File: src/nhe_pkg.sv
// shared types and constants for the nonzero histogram equalization block
// no dependencies; used by scoped name by every module of the block but nhe_div

package nhe_pkg;

  localparam int PIX_W          = 8;
  localparam int BINS           = 256;
  localparam int ADDR_W         = 8;
  localparam int MAX_PIXELS_DEF = 131072;

  typedef enum logic {
    OP_ACCUMULATE = 1'b0,
    OP_MAP        = 1'b1
  } op_t;

  typedef enum logic [2:0] {
    ST_IDLE,
    ST_ACC_WR,
    ST_ACC_WR_LAST,
    ST_TBL_RD,
    ST_TBL_ACC,
    ST_TBL_MUL,
    ST_TBL_DIV,
    ST_TBL_WR
  } state_t;

  // controller to datapath
  typedef struct packed {
    logic in_take;
    logic acc_wr;
    logic tbl_start;
    logic tbl_rd;
    logic tbl_acc;
    logic tbl_mul;
    logic tbl_wr;
  } cmd_t;

  // datapath to controller
  typedef struct packed {
    logic can_count;
    logic out_hold;
    logic div_done;
    logic tbl_last;
  } sts_t;

endpackage

File: src/nhe_ctrl.sv
// controller state machine: input acceptance, histogram update and table sweep
// depends on nhe_pkg

module nhe_ctrl (
  input  logic          clk,
  input  logic          rst,
  input  logic          in_valid,
  input  logic          operation,
  input  logic          last,
  input  nhe_pkg::sts_t sts,
  output logic          in_stall,
  output nhe_pkg::cmd_t cmd
);

  nhe_pkg::state_t state;
  nhe_pkg::state_t state_next;
  logic            is_map;

  assign is_map = (nhe_pkg::op_t'(operation) == nhe_pkg::OP_MAP);

  always_ff @(posedge clk) begin
    if (rst) begin
      state <= nhe_pkg::ST_IDLE;
    end else begin
      state <= state_next;
    end
  end

  always_comb begin
    state_next = state;
    cmd        = '0;
    in_stall   = 1'b1;
    unique case (state)
      nhe_pkg::ST_IDLE: begin
        // map beats wait only for the output register
        in_stall    = is_map && sts.out_hold;
        cmd.in_take = in_valid && !in_stall;
        if (cmd.in_take && !is_map) begin
          if (sts.can_count) begin
            state_next = last ? nhe_pkg::ST_ACC_WR_LAST : nhe_pkg::ST_ACC_WR;
          end else if (last) begin
            cmd.tbl_start = 1'b1;
            state_next    = nhe_pkg::ST_TBL_RD;
          end
        end
      end
      nhe_pkg::ST_ACC_WR: begin
        cmd.acc_wr = 1'b1;
        state_next = nhe_pkg::ST_IDLE;
      end
      nhe_pkg::ST_ACC_WR_LAST: begin
        cmd.acc_wr    = 1'b1;
        cmd.tbl_start = 1'b1;
        state_next    = nhe_pkg::ST_TBL_RD;
      end
      nhe_pkg::ST_TBL_RD: begin
        cmd.tbl_rd = 1'b1;
        state_next = nhe_pkg::ST_TBL_ACC;
      end
      nhe_pkg::ST_TBL_ACC: begin
        cmd.tbl_acc = 1'b1;
        state_next  = nhe_pkg::ST_TBL_MUL;
      end
      nhe_pkg::ST_TBL_MUL: begin
        cmd.tbl_mul = 1'b1;
        state_next  = nhe_pkg::ST_TBL_DIV;
      end
      nhe_pkg::ST_TBL_DIV: begin
        if (sts.div_done) begin
          state_next = nhe_pkg::ST_TBL_WR;
        end
      end
      nhe_pkg::ST_TBL_WR: begin
        cmd.tbl_wr = 1'b1;
        state_next = sts.tbl_last ? nhe_pkg::ST_IDLE : nhe_pkg::ST_TBL_RD;
      end
      default: begin
        state_next = nhe_pkg::ST_IDLE;
      end
    endcase
  end

endmodule

File: config.mk
export PLATFORM = sky130hd
export DESIGN_NAME = nhe_ctrl
export DESIGN_NICKNAME = d
export VERILOG_FILES = /design/src/nhe_pkg.sv /design/src/nhe_ctrl.sv
export SDC_FILE = /design/constraint.sdc
export NUM_CORES = 1
export LEC_CHECK = 0
export BUFFER_PORTS_ARGS = -buffer_cell sky130_fd_sc_hd__buf_2
export CAP_MARGIN = 20
export CORE_AREA = 3 3 40 42
export DETAILED_ROUTE_END_ITERATION = 8
export DIE_AREA = 0 0 43 45
export PLACE_DENSITY = 0.5
export SYNTH_ARGS = -nofsm -noshare
export SYNTH_HDL_FRONTEND = slang
export SYNTH_SLANG_ARGS = --single-unit
File: constraint.sdc
create_clock -name clk -period 1.2 [get_ports clk]
set_clock_uncertainty 0.05 [all_clocks]
set_input_delay 0.36 -clock clk [delete_from_list [all_inputs] [get_ports clk]]
set_output_delay 0.36 -clock clk [all_outputs]
set_load 0.005 [all_outputs]
==> flow_summary.ini, run 1 <==
[yosys]
synthArstFlopShare = 0
synth_nets = 43
synth_cell_types = 22
synth_mux_area_frac = 0
synthSimpleGateAreaFrac = 0.457
synth_top_family_by_area = simple AND/OR/NAND/NOR gates
yosysTopAreaCell = dfxtp_1
synth_common_cells = nor2_1 (6), nand2_1 (4), dfxtp_1 (3), buf_6 (2), nor3_1 (2)
synth_fa_ha_area_frac = 0
synth_compound_area_frac = 0.143
ys_ff_latch = 3
synth_warnings = 0
mappedNetlistArea_um2 = 279
post_synth.cell_area_avg_um2 = 8.21
synth-seq-area-share = 0.215
synth_xor_area_frac = 0.0628
synth_ff_type = dfxtp_1
synth.most_common_cell = nor2_1
synthCells = 34
ys_top_cells_by_area = dfxtp_1 (22%), buf_6 (8.1%), nor2_1 (8.1%)
synth_enable_flop_cells = 0
synth_top_area_frac = 0.215

[worst_setup_path]
arrival_ns = 1.07
ff2ff_setup_slack_ns = 0.04
crit_required_ns = 0.79
critical_path_class = flip-flop to output port
r2r.worst_path.cells = 4
r2r-end = state[1]
cp-end-kind = output port
crit_path_start_kind = flip-flop
timing.rr.start = state[2]
critical_path_peak_fanout = 3

[finish]
finalNonFillerCells = 79
finish.net_count = 74
synthToLayoutAreaGrowth_pct = 99.1
insertedDiodeCount = 0
drive_gt1_frac = 0.672
largestRegisters = state: 3 flops
largest_reg_flops = 3
design_area_um2 = 556
largest-register = state

[cts]
cts_root_buf = clkbuf_4
numCtsBuffers = 3
clkSinkCount = 3
ctsLongestPathBuffers = 2
htreeDepth = 1
clk_pin_slew_ns = 0.04
hold_buffers = 0
cts_tree = done
insertion_delay_ns = 0.24

[routing]
ant_nets = 0
vias = 348
drt_iter0_markers = 9
vias_per_cell = 4.41
dr.pass1.iters = 2
wl_per_cell_um = 9.91
drc_errors = 0
routed_wl_um = 783

[global_routing]
grt_util_met3 = 0.0239
grtUsageMet1 = 0.106
grt.total_usage = 0.0958
grt_pass1_vias = 348
grt_busiest_layer = met2
grt_antenna_before_repair = 0
grt_pass1_wl_um = 1400
met2_usage = 0.168
overflow = 0
grt_max_degree = 12

[timing]
post-route-period-util = 1.23
max_freq_mhz = 675
tightest_slew_ns = 0.272
setup_violations = 8
timing_hold_violations_final = 0
tns_ns = -1.82
max_slew_margin = 0.816
worst_slack_ns = -0.282
rsz0062_at_grt = true
period_minus_slack_ns = 1.48
drv_slew = 0

[min_path]
hp-start = rst
hold_class = input port to flip-flop
holdPathEnd = state[1]
hold_depth = 2

[status]
violations = setup timing
status = complete, but fails checks

[power_and_ir_drop]
leakagePower_nw = 0.273
power_density_nw_per_um2 = 1030
vdd_ir_drop_max_mv = 0.435

[floorplanning]
die_h_um = 45
dieWidth_um = 43
design.core.area_um2 = 1280
top_level_ports = 17
start_util = 0.217
dieArea_um2 = 1940
std_cell_rows = 13

[job]
maxCapViolations = 0

[placed_design]
port_buffers = 16
dp.cells = 72
pre_cts_ws_ns = -0.272
hpwl_um = 582
globalplace.congestion = 0.701
placed_area_um2 = 428
what timing repair did:
action | in CTS | in global routing
cloned | 0 | 0
setup buffers | 3 | 0
resized for setup | 15 | 1
pin swaps | 4 | 2
hold endpoints to repair | 0 | 0
setup endpoints to repair | 9 | 9
critical path, cell delays in order, from the launching register on:
cell and delay [ns]:
dfxtp_4 0.36, nor3_4 0.19, nand2_1 0.08, nor2_1 0.09, buf_2 0.12
placed cells by master (no fill, tap or decap), drive strengths merged, types with 2 or more instances in the layout:
cell type and instances:
clkbuf 4, nand2 4, dfxtp 3, nor4b 2, buf 29, nor3 3, nor2 6
how the worst max path moves through the flow:
stage	from	end	cells after the start
after floorplan	operation	cmd[4]	3
after global placement	operation	cmd[4]	5
after detailed placement	operation	cmd[4]	5
after CTS	state[0]	cmd[6]	4
after global routing	state[0]	cmd[5]	4
final	state[0]	cmd[6]	4
report_power, final:
part | internal (mW) | total (mW) | leakage (nW) | switching [mW]
logic | 0.154 | 0.244 | 0.232 | 0.0903
registers | 0.115 | 0.148 | 0.0267 | 0.0330
clock network | 0.125 | 0.182 | 0.0150 | 0.0573
total | 0.394 | 0.574 | 0.273 | 0.181
stage by stage:
step | util | hold slack, ns | total power [mW]
global placement | 0.333 | 0.523 | 0.319
CTS | 0.427 | 0.276 | 0.584
floorplan | - | 0.379 | 0.255
global route | 0.432 | 0.276 | 0.630
detailed placement | 0.333 | 0.534 | 0.323
finish | 0.432 | 0.276 | 0.574
layer usage:
| layer | up-vias | part of all wire | wire length [µm] |
|---|---|---|---|
| li1 | 182 | - | - |
| met1 | 156 | 0.43 | 336 |
| met2 | 10 | 0.51 | 398 |
| met3 | 0 | 0.061 | 48 |
| met4 | 0 | 0 | 0 |
| met5 | - | 0 | 0 |
layout make-up:
class	instances	area, µm²
Tap cell	15	18.8
Clock buffer	4	26.3
Timing Repair Buffer	29	213
Inverter	1	3.75
Fill cell	133	729
Sequential cell	3	71.3
Multi-Input combinational cell	27	223
cells by family (layout without fill, tap and decap cells):
kind of cell	count (synthesis)	count (layout)
XOR/XNOR	2	2
AND/OR/NAND/NOR	20	20
AO/OA/AOI/OAI	5	5
flip-flops	3	3
buffers and inverters	4	34
No activity file was read; power rests on OpenSTA's default activity.
==> run 2: changes to the inputs <==
--- a/config.mk
+++ b/config.mk
@@ -6,11 +6,12 @@
 export NUM_CORES = 1
 export LEC_CHECK = 0
 export BUFFER_PORTS_ARGS = -buffer_cell sky130_fd_sc_hd__buf_2
-export CAP_MARGIN = 20
+export CAP_MARGIN = 10
 export CORE_AREA = 3 3 40 42
 export DETAILED_ROUTE_END_ITERATION = 8
 export DIE_AREA = 0 0 43 45
 export PLACE_DENSITY = 0.5
+export REMOVE_ABC_BUFFERS = 1
 export SYNTH_ARGS = -nofsm -noshare
 export SYNTH_HDL_FRONTEND = slang
 export SYNTH_SLANG_ARGS = --single-unit
==> flow_summary.ini, run 2 (synthesis results as in run 1) <==
[cts]
clkSinkCount = 3
cts_setup_buffers = 0
hold_buffers = 0
htreeDepth = 1
cts_root_buf = clkbuf_4
cts_tree = done
numCtsBuffers = 3
ctsLongestPathBuffers = 2
clk_pin_slew_ns = 0.04
insertion_delay_ns = 0.23

[routing]
wl_per_cell_um = 11.2
routed_wl_um = 896
dr.pass1.iters = 2
drt_iter0_markers = 2
vias_per_cell = 4.36
ant_nets = 0
vias = 349
drc_errors = 0

[finish]
layout_commonest_cell = buf_2
final_cell_mix = buf_2 (13), buf_4 (10), buf_6 (7), nor2_1 (6)
insertedDiodeCount = 0
largest_reg_flops = 3
seqCellArea_um2 = 71.3
fill_cells = 137
finish.net_count = 75
largest-register = state
design_area_um2 = 598
synthToLayoutAreaGrowth_pct = 114
multi_input_area_um2 = 259
finalNonFillerCells = 80
drive_gt1_frac = 0.723
largestRegisters = state: 3 flops

[worst_setup_path]
slowest_delay_ns = 0.35
cp_slowest_cell = dfxtp_4
critical_path_class = flip-flop to output port
crit_path_start_kind = flip-flop
cp_num_buf_inv = 1
cp-end-kind = output port
arrival_ns = 1.06
crit_required_ns = 0.79
cp_top_family = simple AND/OR/NAND/NOR gates
critical_path_peak_fanout = 4
worstPathCellList = nor3_4, nand2_1, nor2_1, buf_2

[timing]
max_slew_margin = 0.810
period_minus_slack_ns = 1.47
timing_hold_violations_final = 0
tightest_slew_ns = 0.281
post-route-period-util = 1.23
max_freq_mhz = 680
worst_slack_ns = -0.271
drv_slew = 0
setup_violations = 9
rsz0062_at_grt = true

[floorplanning]
top_level_ports = 17
dieWidth_um = 43
dieArea_um2 = 1940
std_cell_rows = 13
die_h_um = 45
start_util = 0.217
design.core.area_um2 = 1280

[global_routing]
grt_max_degree = 8
overflow = 0
grt_pass1_wl_um = 1400
grt.total_usage = 0.0998
met2_usage = 0.153
grt_util_met3 = 0.0120
grt_pass1_vias = 314
grt_antenna_before_repair = 0
grtUsageMet1 = 0.130
grt_busiest_layer = met2

[job]
maxCapViolations = 0

[status]
violations = setup timing
status = complete, but fails checks

[placed_design]
port_buffers = 16
globalplace.congestion = 0.747
dp.cells = 76
placed_area_um2 = 453
hpwl_um = 646

[min_path]
hold_class = input port to flip-flop

[power_and_ir_drop]
vdd_ir_drop_max_mv = 0.525
leakagePower_nw = 0.300
power_density_nw_per_um2 = 1020
-- run 2: power by group --
| part | internal [mW] | switching (mW) |
|---|---|---|
| Clock | 0.125 | 0.0529 |
| Combinational | 0.172 | 0.119 |
| Sequential | 0.115 | 0.0253 |
-- run 2: per-stage QoR --
| step | TNS, ns | hold slack [ns] | util | total power, mW | setup WS (ns) |
|---|---|---|---|---|---|
| after floorplan | -0.0804 | 0.379 | - | 0.225 | -0.0413 |
| after global placement | -0.727 | 0.532 | 0.352 | 0.355 | -0.233 |
| after detailed placement | -0.966 | 0.527 | 0.352 | 0.359 | -0.305 |
| after CTS | -2.00 | 0.266 | 0.434 | 0.593 | -0.290 |
| after global routing | -2.50 | 0.306 | 0.465 | 0.658 | -0.338 |
| final | -1.88 | 0.300 | 0.465 | 0.609 | -0.271 |
-- run 2: layer usage --
layer / vias to the layer above / share of wire
li1: 183 / -
met1: 152 / 0.40
met2: 12 / 0.53
met3: 2 / 0.051
met4: 0 / 0.016
met5: - / 0
-- run 2: final timing paths --
path	start	endpoint	slack, ns	depth (start not counted)
hold / removal	rst	state[2]	0.30	2
setup / recovery	state[1]	cmd[6]	-0.27	4
hold reg to reg	state[2]	state[2]	0.62	3
setup reg to reg	state[1]	state[1]	-0.04	5
-- run 2: area by class of cell --
type / count / share of cell area
Multi-Input combinational cell: 27 / 0.433
Tap cell: 15 / 0.0314
Inverter: 1 / 0.00628
Timing Repair Buffer: 30 / 0.366
Clock buffer: 4 / 0.0439
Sequential cell: 3 / 0.119
-- run 2: what timing repair did --
item / 4_1_cts / 5_1_grt
setup endpoints to repair: 9 / 10
gates resized for setup: 20 / 7
hold endpoints to repair: 0 / 0
pin swaps: 3 / 1
